**config.mk**
```make
export PLATFORM = sky130hd
export DESIGN_NAME = jpeg_pixel_to_argb
export DESIGN_NICKNAME = d
export VERILOG_FILES = /design/src/design/pix2argb_pkg.sv /design/src/design/jpeg_pixel_to_argb.sv
export VERILOG_INCLUDE_DIRS = /design/src /design/src/design
export SDC_FILE = /design/constraint.sdc
export NUM_CORES = 1
export LEC_CHECK = 0
export BUFFER_PORTS_ARGS = -buffer_cell sky130_fd_sc_hd__buf_2
export CORE_ASPECT_RATIO = 2
export CORE_UTILIZATION = 35
export CTS_CLUSTER_DIAMETER = 30
export DETAILED_ROUTE_END_ITERATION = 6
export SLEW_MARGIN = 20
export SYNTH_ARGS = -nofsm -noshare
export SYNTH_HDL_FRONTEND = slang
export SYNTH_SLANG_ARGS = --single-unit
```
**constraint.sdc**
```tcl
create_clock -name i_clk -period 9.65 [get_ports i_clk]
set_input_delay 0.4825 -clock i_clk [delete_from_list [all_inputs] [get_ports i_clk]]
set_output_delay 0.4825 -clock i_clk [all_outputs]
set_load 0.02 [all_outputs]
```
**src/design/assert_macros.svh**
```systemverilog
// Assertion macros shared by the pixel conversion RTL.
`ifndef ASSERT_MACROS_SVH
`define ASSERT_MACROS_SVH
`ifndef NO_ASSERTIONS
// Same-cycle implication, disabled during reset.
`define ASSERT_IMPLIES(label, clk, rst_n, lhs, rhs) \
    label: assert property (@(posedge clk) disable iff (!(rst_n)) (lhs) |-> (rhs)) \
        else $error("assertion failed");
// Next-cycle implication, disabled during reset.
`define ASSERT_NEXT(label, clk, rst_n, lhs, rhs) \
    label: assert property (@(posedge clk) disable iff (!(rst_n)) (lhs) |=> (rhs)) \
        else $error("assertion failed");
`else
`define ASSERT_IMPLIES(label, clk, rst_n, lhs, rhs)
`define ASSERT_NEXT(label, clk, rst_n, lhs, rhs)
`endif
`endif

```
**src/design/pix2argb_pkg.sv**
```systemverilog
// Types, constants and helper functions for the pixel to ARGB32 converter.
`default_nettype none
package pix2argb_pkg;

    localparam int CompW = 8;
    localparam int SumW  = 27;

    typedef enum logic [1:0] {
        MODE_GRAY  = 2'd0,
        MODE_RGB   = 2'd1,
        MODE_YCBCR = 2'd2,
        MODE_CMYK  = 2'd3
    } t_color_mode;

    localparam t_color_mode ModeReset = MODE_YCBCR;

    // JFIF coefficients rounded to Q16.
    localparam logic signed [17:0] CoefCrToR = 18'sd91881;
    localparam logic signed [17:0] CoefCbToG = 18'sd22554;
    localparam logic signed [17:0] CoefCrToG = 18'sd46802;
    localparam logic signed [17:0] CoefCbToB = 18'sd116130;

    localparam logic [CompW-1:0] ChromaBias = 8'd128;
    localparam logic [CompW-1:0] Opaque     = 8'hff;
    localparam logic [CompW-1:0] ChanMax    = 8'd255;

    // Drop the Q16 fraction and clamp to 0..255.
    function automatic logic [CompW-1:0] sat_q16(input logic signed [SumW-1:0] v);
        logic [CompW-1:0] res;
        if (v[SumW-1]) begin
            res = '0;
        end else if (|v[SumW-2:24]) begin
            res = ChanMax;
        end else begin
            res = v[23:16];
        end
        return res;
    endfunction

    // Exact floor(p / 255) for a product of two 8-bit values.
    function automatic logic [CompW-1:0] div255(input logic [15:0] p);
        logic [16:0] p1;
        logic [16:0] s;
        p1 = {1'b0, p} + 17'd1;
        s  = p1 + {8'd0, p1[16:8]};
        return s[15:8];
    endfunction

endpackage
`default_nettype wire

```
**src/design/jpeg_pixel_to_argb.sv**
```systemverilog
// Top level: four-stage pipeline converting a JPEG pixel into an ARGB32 pixel.
`default_nettype none
`include "assert_macros.svh"
// Converts one decoded JPEG pixel (comp0..comp3) into an ARGB32 pixel each clock
// unless the output stalls. The color space (gray, RGB, YCbCr, CMYK) comes from the
// two-bit mode register, which must be written over the cfg channel only while no
// pixel is in flight; the block itself does not enforce this. Reset selects YCbCr.
// A pixel passes the input register with chroma bias removal, the multiplier stage,
// the adder stage, then channel select, saturation or divide-by-255 into the output
// register. One pixel per clock is sustained; each stage moves as soon as the stage
// after it is empty or moving, so an output stall backs up the pipeline without
// losing or repeating pixels. Alpha is always 255.
module jpeg_pixel_to_argb (
    input  wire logic        i_clk,
    input  wire logic        i_rst_n,
    input  wire logic        i_cfg_valid,
    output logic             o_cfg_ready,
    input  wire logic [1:0]  i_cfg_data,      // color_mode
    input  wire logic        s_axis_tvalid,
    output logic             s_axis_tready,
    input  wire logic [31:0] s_axis_tdata,    // comp0, comp1, comp2, comp3 (low to high)
    output logic             m_axis_tvalid,
    input  wire logic        m_axis_tready,
    output logic [31:0]      m_axis_tdata     // red, green, blue, alpha (low to high)
);
    localparam int W  = pix2argb_pkg::CompW;
    localparam int SW = pix2argb_pkg::SumW;

    pix2argb_pkg::t_color_mode r_mode;

    // Stage valid bits and per-stage advance enables.
    logic r_v1, r_v2, r_v3, r_v4;
    logic rdy1, rdy2, rdy3, rdy4;

    assign rdy4 = !r_v4 || m_axis_tready;
    assign rdy3 = !r_v3 || rdy4;
    assign rdy2 = !r_v2 || rdy3;
    assign rdy1 = !r_v1 || rdy2;

    assign s_axis_tready = rdy1;
    assign o_cfg_ready   = 1'b1;

    always_ff @(posedge i_clk) begin
        if (!i_rst_n) begin
            r_mode <= pix2argb_pkg::ModeReset;
        end else if (i_cfg_valid) begin
            r_mode <= pix2argb_pkg::t_color_mode'(i_cfg_data);
        end
    end

    always_ff @(posedge i_clk) begin
        if (!i_rst_n) begin
            r_v1 <= 1'b0;
            r_v2 <= 1'b0;
            r_v3 <= 1'b0;
            r_v4 <= 1'b0;
        end else begin
            if (rdy1) r_v1 <= s_axis_tvalid;
            if (rdy2) r_v2 <= r_v1;
            if (rdy3) r_v3 <= r_v2;
            if (rdy4) r_v4 <= r_v3;
        end
    end

    // Stage 1: capture components, remove chroma bias.
    pix2argb_pkg::t_color_mode r_mode1;
    logic [W-1:0]       r_c0_1, r_c1_1, r_c2_1, r_c3_1;
    logic signed [8:0]  r_cb1, r_cr1;

    always_ff @(posedge i_clk) begin
        if (rdy1) begin
            r_mode1 <= r_mode;
            r_c0_1  <= s_axis_tdata[7:0];
            r_c1_1  <= s_axis_tdata[15:8];
            r_c2_1  <= s_axis_tdata[23:16];
            r_c3_1  <= s_axis_tdata[31:24];
            r_cb1   <= $signed({1'b0, s_axis_tdata[15:8]})
                       - $signed({1'b0, pix2argb_pkg::ChromaBias});
            r_cr1   <= $signed({1'b0, s_axis_tdata[23:16]})
                       - $signed({1'b0, pix2argb_pkg::ChromaBias});
        end
    end

    // Stage 2: coefficient products and CMYK products.
    pix2argb_pkg::t_color_mode r_mode2;
    logic [W-1:0]         r_c0_2, r_c1_2, r_c2_2;
    logic signed [SW-1:0] r_p_r, r_p_gb, r_p_gr, r_p_b;
    logic [15:0]          r_k0, r_k1, r_k2;

    always_ff @(posedge i_clk) begin
        if (rdy2) begin
            r_mode2 <= r_mode1;
            r_c0_2  <= r_c0_1;
            r_c1_2  <= r_c1_1;
            r_c2_2  <= r_c2_1;
            r_p_r   <= SW'(pix2argb_pkg::CoefCrToR) * SW'(r_cr1);
            r_p_gb  <= SW'(pix2argb_pkg::CoefCbToG) * SW'(r_cb1);
            r_p_gr  <= SW'(pix2argb_pkg::CoefCrToG) * SW'(r_cr1);
            r_p_b   <= SW'(pix2argb_pkg::CoefCbToB) * SW'(r_cb1);
            r_k0    <= 16'(r_c0_1) * 16'(r_c3_1);
            r_k1    <= 16'(r_c1_1) * 16'(r_c3_1);
            r_k2    <= 16'(r_c2_1) * 16'(r_c3_1);
        end
    end

    // Stage 3: add luma in Q16 to the chroma terms.
    logic signed [SW-1:0] w_y2;
    assign w_y2 = $signed({3'd0, r_c0_2, 16'd0});

    pix2argb_pkg::t_color_mode r_mode3;
    logic [W-1:0]         r_c0_3, r_c1_3, r_c2_3;
    logic signed [SW-1:0] r_s_r, r_s_g, r_s_b;
    logic [15:0]          r_k0_3, r_k1_3, r_k2_3;

    always_ff @(posedge i_clk) begin
        if (rdy3) begin
            r_mode3 <= r_mode2;
            r_c0_3  <= r_c0_2;
            r_c1_3  <= r_c1_2;
            r_c2_3  <= r_c2_2;
            r_s_r   <= w_y2 + r_p_r;
            r_s_g   <= w_y2 - r_p_gb - r_p_gr;
            r_s_b   <= w_y2 + r_p_b;
            r_k0_3  <= r_k0;
            r_k1_3  <= r_k1;
            r_k2_3  <= r_k2;
        end
    end

    // Stage 4: per-mode channel select into the output register.
    logic [W-1:0] n_red, n_green, n_blue;
    logic [W-1:0] r_red, r_green, r_blue;

    always_comb begin
        unique case (r_mode3)
            pix2argb_pkg::MODE_GRAY: begin
                n_red   = r_c0_3;
                n_green = r_c0_3;
                n_blue  = r_c0_3;
            end
            pix2argb_pkg::MODE_RGB: begin
                n_red   = r_c0_3;
                n_green = r_c1_3;
                n_blue  = r_c2_3;
            end
            pix2argb_pkg::MODE_YCBCR: begin
                n_red   = pix2argb_pkg::sat_q16(r_s_r);
                n_green = pix2argb_pkg::sat_q16(r_s_g);
                n_blue  = pix2argb_pkg::sat_q16(r_s_b);
            end
            default: begin
                n_red   = pix2argb_pkg::div255(r_k0_3);
                n_green = pix2argb_pkg::div255(r_k1_3);
                n_blue  = pix2argb_pkg::div255(r_k2_3);
            end
        endcase
    end

    always_ff @(posedge i_clk) begin
        if (rdy4) begin
            r_red   <= n_red;
            r_green <= n_green;
            r_blue  <= n_blue;
        end
    end

    assign m_axis_tvalid = r_v4;
    assign m_axis_tdata  = {pix2argb_pkg::Opaque, r_blue, r_green, r_red};

    // An accepted pixel always lands in the first stage.
    `ASSERT_NEXT(a_accept_fills_s1, i_clk, i_rst_n, s_axis_tvalid && s_axis_tready, r_v1)
    // A full third stage whose successor moves hands its pixel on to the fourth.
    `ASSERT_NEXT(a_s3_to_s4, i_clk, i_rst_n, r_v3 && rdy4, r_v4)
    // A stalled output keeps the third stage from advancing into the output stage.
    `ASSERT_IMPLIES(a_stall_blocks, i_clk, i_rst_n, r_v4 && !m_axis_tready, !rdy4)
    // Gray pixels leave with equal color channels.
    `ASSERT_IMPLIES(a_gray_equal, i_clk, i_rst_n,
        r_v3 && rdy4 && r_mode3 == pix2argb_pkg::MODE_GRAY,
        n_red == n_green && n_green == n_blue)

endmodule
`default_nettype wire

```
==> results.sh, run 1 <==
export IMPL_synth_top_flop_cell="edfxtp_1"
export IMPL_use_met1=0.170
export IMPL_run_status="complete, no violations"
export IMPL_final_layout_size_suffix_gt1_frac=0.0783
export IMPL_hold_viol=0
export IMPL_cap_violations=0
export IMPL_cts_reportedPaths_clkPinSlew_ps=60
export IMPL_rsz0062_at_grt="false"
export IMPL_final_common_cell="ha_1"
export IMPL_synth_distinct_cells=72
export IMPL_async_flop_share=0
export IMPL_synth_edf_count=307
export IMPL_die_height_um=400
export IMPL_nets=3294
export IMPL_setup_viol=0
export IMPL_fin_crit_sh=0.607
export IMPL_criticalPathCategory="reg2reg"
export IMPL_dieArea_mm2=0.0803
export IMPL_utilization=0.397
export IMPL_insertion_delay_ps=610
export IMPL_yosysSeqAreaShare=0.337
export IMPL_worst_ir_drop_vdd_uv=141
export IMPL_skew_ps=31.0
export IMPL_end_kind="register"
export IMPL_mostFrequentLayoutCells="448 x ha_1, 417 x inv_1, 307 x edfxtp_1"
export IMPL_cts_sinks=313
export IMPL_place_congestion=0.908
export IMPL_critical_path_top_delay_family="adder cells"
export IMPL_h_tree_depth=2
export IMPL_instances_no_fill=3660
export IMPL_netSwitchingFraction=0.399
export IMPL_drtIter0Drc=904
export IMPL_cp_depth=17
export IMPL_ctsResizeCount=0
export IMPL_max_stage_delay_ps=800
export IMPL_startpoint_type="register"
export IMPL_io_buffers=64
export IMPL_rows=145
export IMPL_met3_usage=0.0189
export IMPL_grt_pass1_wl_mm=106
export IMPL_worst_slew_pin_slew_ps=950
export IMPL_syn_area_mm2=0.0277
export IMPL_drt_wl_total_mm=67.2
export IMPL_first_pass_iters=7
export IMPL_vias=17897
export IMPL_dpl_cell_count=3564
export IMPL_grt_overflow=0
export IMPL_antenna_found_initial=0
export IMPL_clk_path_buf_depth=3
export IMPL_wl_per_cell_um=18.4
export IMPL_hold_path_class="in2reg"
export IMPL_worstRegToRegCells=17
export IMPL_initial_utilization=0.354
export IMPL_cp_max_fo=16
export IMPL_power_frac_comb=0.484
export IMPL_cts_hold_buf=0
export IMPL_ant_nets=0
export IMPL_crit_slowest_cell="edfxtp_1"
export IMPL_numCtsBuffers=51
export IMPL_relSlewSlack=0.367
export IMPL_min_period_ps=5850
export IMPL_netlist_instances=2482
export IMPL_avgSynthCellArea_um2=11.2
export IMPL_cts_setup_buffers=0
export IMPL_power_density_mw_per_mm2=262
export IMPL_worst_path_buf_inv=2
export IMPL_grt_met2_usage=0.337
export IMPL_sequentialPowerShare=0.295
export IMPL_io_pins=74
export IMPL_holdWs_ps=64.2
export IMPL_power_switching_uw=3250
export IMPL_finalSetupTns_ps=0
export IMPL_cp_arrival_ps=6220
export IMPL_drcViolationCount=0
export IMPL_avgViaCountPerCell=4.89
export IMPL_holdPathStages=1
export IMPL_ys_warn_count=0
export IMPL_p_int_uw=4890
export IMPL_area_growth_pct=12.2
export IMPL_ys_seq_elements=313
export IMPL_p_clk_frac=0.221
export IMPL_root_buffer="clkbuf_16"
export IMPL_max_freq_mhz=171
export IMPL_core_mm2=0.0782
export IMPL_dp_hpwl_mm=54.9
export IMPL_grt_pass1_vias=19634
export IMPL_p_leak_uw=0.0147
export IMPL_slew_violations=0
export IMPL_track_usage=0.172
export IMPL_critical_path_cell_chain="ha_1, ha_1, inv_1, fa_1, fa_1, inv_1, fa_1, ha_1, a21o_1, a21oi_1, o21ai_0, nand3_1, a21oi_1, o41ai_2, o21ai_1, mux2i_1, a2111oi_0"
export IMPL_antenna_cells=0
export IMPL_grt_max_degree=81
export IMPL_busiest_layer="met2"
export IMPL_fp_dieW_um=201
export IMPL_critPathRequiredTime_ps=10010
export IMPL_cts_tree="yes"
[routing by layer]
metal / vias up / wire, um
li1: 8620 / -
met1: 8747 / 24200
met2: 360 / 36500
met3: 170 / 2000
met4: 0 / 4580
met5: - / 0
[synth_stat cells, drive strengths merged, types with 5 or more instances]
master,number,area [um^2]
edfxtp,307,9220
mux2i,7,70.1
and3,20,125
buf,11,75.1
o41a,7,78.8
or3,8,50.1
o21bai,6,45.0
o211ai,16,125
nand3,48,240
xnor2,123,1080
o21a,18,135
dfxtp,6,120
nor2b,29,181
a211oi,12,90.1
o21ai,67,339
a21oi,70,350
o2111ai,5,43.8
a31oi,8,50.1
xor2,44,385
inv,418,1570
or2,10,62.6
nor2,115,432
fa,219,4380
nand2b,17,114
a21o,37,278
nand2,94,355
and2,166,1040
ha,448,5610
a21boi,10,75.1
nor3,35,175
o221ai,10,87.6
clkbuf,29,109
nand4,13,87.6
[kinds of logic (layout without fill, tap and decap cells)]
family | Yosys count | count (layout) | synth area share
adder cells (fa/ha/maj) | 667 | 667 | 0.361
AND/OR/NAND/NOR | 571 | 571 | 0.109
buffers and inverters | 458 | 599 | 0.0633
flip-flops | 313 | 313 | 0.337
AO/OA/AOI/OAI | 296 | 296 | 0.0730
XOR/XNOR | 167 | 167 | 0.0528
multiplexers | 9 | 9 | 0.00416
other | 1 | 9 | 0.000135
[metrics by stage]
step	setup slack [ps]	instance area, um^2	total power [uW]
3_5_place_dp	3790	29300	6390
5_1_grt	3480	31100	8820
2_1_floorplan	4470	27700	5250
6_report	3800	31100	8140
4_1_cts	3800	31100	8260
3_3_place_gp	4010	29300	6260
[state kept, by name, summed over array words and instances (netlist names), 11 cells and up]
signal / flops
r_k0: 16
r_s_g: 11
r_p_gr: 18
r_k1: 16
r_p_gb: 22
r_k2_3: 16
r_s_b: 11
r_k0_3: 16
r_k1_3: 16
r_s_r: 11
r_k2: 16
r_p_b: 11
r_p_r: 15
[cell type report]
class / instances / area [um^2]
fill: 7380 / 47100
multi-input combinational: 1719 / 16600
sequential: 313 / 9340
inverter: 418 / 1570
clock buffer: 54 / 1290
tap: 1029 / 1290
timing repair buffer: 85 / 478
clock inverter: 42 / 454
[path summary, 6_finish.rpt]
path                             from                   end  slack [ps]
setup / recovery  r_c2_1[0]$_DFFE_PP_  r_p_gr[23]$_DFFE_PP_        3800
hold / removal       s_axis_tdata[28]   r_c3_1[4]$_DFFE_PP_          60
setup reg to reg  r_c2_1[0]$_DFFE_PP_  r_p_gr[23]$_DFFE_PP_        3800
hold reg to reg     r_k0[2]$_DFFE_PP_   r_k0_3[2]$_DFFE_PP_         410
[power groups by stage]
stage          logic, uW  clock network [uW]  registers, uW
2_1_floorplan       2860                   0           2390
3_3_place_gp        3850                   0           2420
3_5_place_dp        3960                   0           2430
4_1_cts             4000                1840           2410
5_1_grt             4490                1890           2450
6_report            3940                1800           2400
[worst register-to-register path, stage by stage, from the launching register on]
cell and delay [ps]:
edfxtp_1 800, ha_1 430, ha_1 310, inv_1 100, fa_1 540, fa_1 550, inv_1 50, fa_1 460
ha_1 350, a21o_1 190, a21oi_1 270, o21ai_0 140, nand3_1 130, a21oi_1 110, o41ai_2 380, o21ai_1 230
mux2i_1 160, a2111oi_0 450
No activity file was read; power rests on OpenSTA's default activity.
==> run 2, diff against run 1 <==
--- a/config.mk
+++ b/config.mk
@@ -6,6 +6,7 @@
 export SDC_FILE = /design/constraint.sdc
 export NUM_CORES = 1
 export LEC_CHECK = 0
+export ABC_AREA = 1
 export BUFFER_PORTS_ARGS = -buffer_cell sky130_fd_sc_hd__buf_2
 export CORE_ASPECT_RATIO = 2
 export CORE_UTILIZATION = 35
==> constraint.sdc (replaced) <==
create_clock -name i_clk -period 5 [get_ports i_clk]
set_input_delay 0.25 -clock i_clk [delete_from_list [all_inputs] [get_ports i_clk]]
set_output_delay 0.25 -clock i_clk [all_outputs]
set_load 0.02 [all_outputs]
==> run 2 against run 1 <==
Net effect:
- combinational power rose by 140%
- setup slack got worse by 3500 ps
- utilization rose by 0.24 points
- synthesized cell count rose by 30%
- sequential share of layout area fell by 2.5 points
- synthesized area rose by 7.8%
- clock skew rose by 4.3 ps
- die area rose by 7.7%
==> results.sh, run 2 <==
export IMPL_power_density_mw_per_mm2=525
export IMPL_fin_crit_sh=0.939
export IMPL_end_kind="register"
export IMPL_startpoint_type="register"
export IMPL_netlist_instances=3218
export IMPL_grt_pass1_vias=22993
export IMPL_nets=4084
export IMPL_mostFrequentLayoutCells="699 x inv_1, 598 x nand2_1, 448 x ha_1"
export IMPL_io_pins=74
export IMPL_track_usage=0.187
export IMPL_max_stage_delay_ps=820
export IMPL_cts_setup_buffers=0
export IMPL_sequentialPowerShare=0.264
export IMPL_worst_slew_pin_slew_ps=1040
export IMPL_initial_utilization=0.353
export IMPL_async_flop_share=0
export IMPL_synthTopCellsByArea="edfxtp_1 31%, ha_1 19%, fa_1 15%"
export IMPL_power_uw=17800
export IMPL_grt_pass1_wl_mm=123
export IMPL_power_switching_uw=8010
export IMPL_hold_path_class="in2reg"
export IMPL_cts_reportedPaths_clkPinSlew_ps=70
export IMPL_worst_ir_drop_vdd_uv=302
export IMPL_max_freq_mhz=213
export IMPL_run_status="complete, no violations"
export IMPL_final_common_cell="inv_1"
export IMPL_hold_viol=0
export IMPL_insertion_delay_ps=610
export IMPL_slew_violations=0
export IMPL_crit_slowest_cell="edfxtp_1"
export IMPL_drtIter0Drc=871
export IMPL_avgViaCountPerCell=4.81
export IMPL_seqCellArea_mm2=0.00934
export IMPL_rows=151
export IMPL_area_growth_pct=13.3
export IMPL_ys_warn_count=0
export IMPL_multi_input_area_mm2=0.0176
export IMPL_wl_per_cell_um=17.6
export IMPL_min_period_ps=4690
export IMPL_antenna_found_initial=3
export IMPL_cp_arrival_ps=5040
export IMPL_h_tree_depth=2
export IMPL_fp_dieW_um=208
export IMPL_power_frac_comb=0.544
export IMPL_ant_nets=0
export IMPL_criticalPathCategory="reg2reg"
export IMPL_clk_path_buf_depth=3
export IMPL_synth_most_common_cell="inv_1"
export IMPL_cp_max_fo=8
export IMPL_critical_path_cell_chain="buf_4, nand2_1, inv_1, fa_1, fa_1, fa_1, inv_1, fa_1, inv_1, ha_1, a21oi_1, nand2_1, nand2_1, nand2_1, a31oi_1, xor2_1"
export IMPL_cts_sinks=313
export IMPL_ctsResizeCount=0
export IMPL_drt_wl_total_mm=79.1
export IMPL_yosys_area_top_type="edfxtp_1"
export IMPL_io_buffers=64
export IMPL_synth_top_flop_cell="edfxtp_1"
export IMPL_synth_common_cells="701 x inv_1, 599 x nand2_1, 448 x ha_1, 307 x edfxtp_1, 219 x fa_1"
export IMPL_final_layout_size_suffix_gt1_frac=0.0823
export IMPL_cap_violations=0
export IMPL_holdPathStages=5
export IMPL_cts_tree="yes"
export IMPL_yosysSeqAreaShare=0.313
export IMPL_core_mm2=0.0846
export IMPL_critPathRequiredTime_ps=5340
export IMPL_vias=21593
export IMPL_syn_area_mm2=0.0298
export IMPL_p_clk_frac=0.192
export IMPL_netSwitchingFraction=0.451
export IMPL_numCtsBuffers=44
export IMPL_synth_distinct_cells=61
export IMPL_dp_worst_setup_slack_ps=305
export IMPL_p_int_uw=9750
export IMPL_dp_hpwl_mm=65.8
export IMPL_p_leak_uw=0.0178
export IMPL_worstRegToRegCells=16
export IMPL_rsz0062_at_grt="false"
export IMPL_first_pass_iters=5
export IMPL_synth_edf_count=307
export IMPL_root_buffer="clkbuf_16"
export IMPL_skew_ps=35.4
export IMPL_dieArea_mm2=0.0865
export IMPL_num_fill_cells=8274
export IMPL_setup_viol=0
export IMPL_ys_seq_elements=313
export IMPL_reg_top3="r_p_gb x22, r_p_gr x18"
export IMPL_setup_slack_ps=306
export IMPL_largest_reg_flops=22
export IMPL_drcViolationCount=0
export IMPL_place_congestion=0.940
export IMPL_regMostFlops="r_p_gb"
export IMPL_yosys_area_top_type_share=0.309
export IMPL_avgSynthCellArea_um2=9.27
export IMPL_relSlewSlack=0.306
export IMPL_die_height_um=415
export IMPL_grt_overflow=0
export IMPL_grt_max_degree=141
## run 2: logic make-up (layout without fill, tap and decap cells)
| group | count (synthesis) | after routing | share of synthesized area |
|---|---|---|---|
| AND/OR/NAND/NOR | 992 | 992 | 0.145 |
| buffers and inverters | 762 | 950 | 0.0979 |
| adder cells (fa/ha/maj) | 667 | 667 | 0.335 |
| AO/OA/AOI/OAI | 332 | 332 | 0.0631 |
| flip-flops | 313 | 313 | 0.313 |
| XOR/XNOR | 151 | 151 | 0.0458 |
| other | 1 | 11 | 0.000126 |
## run 2: path summary, 6_finish.rpt
path,startpoint,end,slack [ps]
hold reg to reg,r_k1[11]$_DFFE_PP_,r_k1_3[11]$_DFFE_PP_,410
setup reg to reg,r_c3_1[7]$_DFFE_PP_,r_k0[13]$_DFFE_PP_,310
hold / removal,m_axis_tready,m_axis_tvalid$_SDFFE_PN0P_,290
setup / recovery,r_c3_1[7]$_DFFE_PP_,r_k0[13]$_DFFE_PP_,310
## run 2: layout make-up
class,instances,share of cell area
Tap cell,1071,0.0396
Multi-Input combinational cell,2151,0.521
Inverter,709,0.0789
Timing Repair Buffer,159,0.0362
Clock buffer,47,0.0338
Sequential cell,313,0.276
Clock inverter,35,0.0144
Antenna cell,2,0.000148
## run 2: power by group through the flow
| stage | Clock (uW) | Sequential [uW] | Combinational [uW] |
|---|---|---|---|
| after floorplan | 0 | 4630 | 6990 |
| final | 3420 | 4690 | 9650 |
| after global routing | 3560 | 4760 | 11000 |
| after detailed placement | 0 | 4760 | 9620 |
| after CTS | 3480 | 4710 | 9730 |
| after global placement | 0 | 4750 | 9540 |
## run 2: worst max-delay path: cells and delay by family (launching register included)
| family | cells | cell delay (ps) |
|---|---|---|
| DFF | 1 | 820 |
| AOI/OAI and AO/OA | 2 | 410 |
| adders and majority gates | 5 | 2360 |
| xor gates and xnor gates | 1 | 80 |
| buffers and inverters | 4 | 460 |
| and+or+nand+nor | 4 | 300 |
## run 2: per-layer routing
metal,GRT usage,part of all wire,up-vias
li1,-,-,10697
met1,0.164,0.32,10279
met2,0.387,0.58,402
met3,0.0149,0.025,213
met4,0.126,0.073,2
met5,0,0.00016,-
## run 2: repair_timing
action,in CTS,in global routing
hold buffers,41,0
hold endpoints to repair,40,0
setup endpoints to repair,0,0
## run 2: metrics by stage
step           utilization  hold WS (ps)  TNS [ps]  area [um^2]  cells
6_report             0.400           289         0        33800   4487
5_1_grt              0.400           368         0        33800   4487
4_1_cts              0.400           283         0        33800   4485
3_5_place_dp         0.375           405         0        31800   4362
3_3_place_gp         0.375           401         0        31800   4362
2_1_floorplan            -           334    -83060        29900   3226
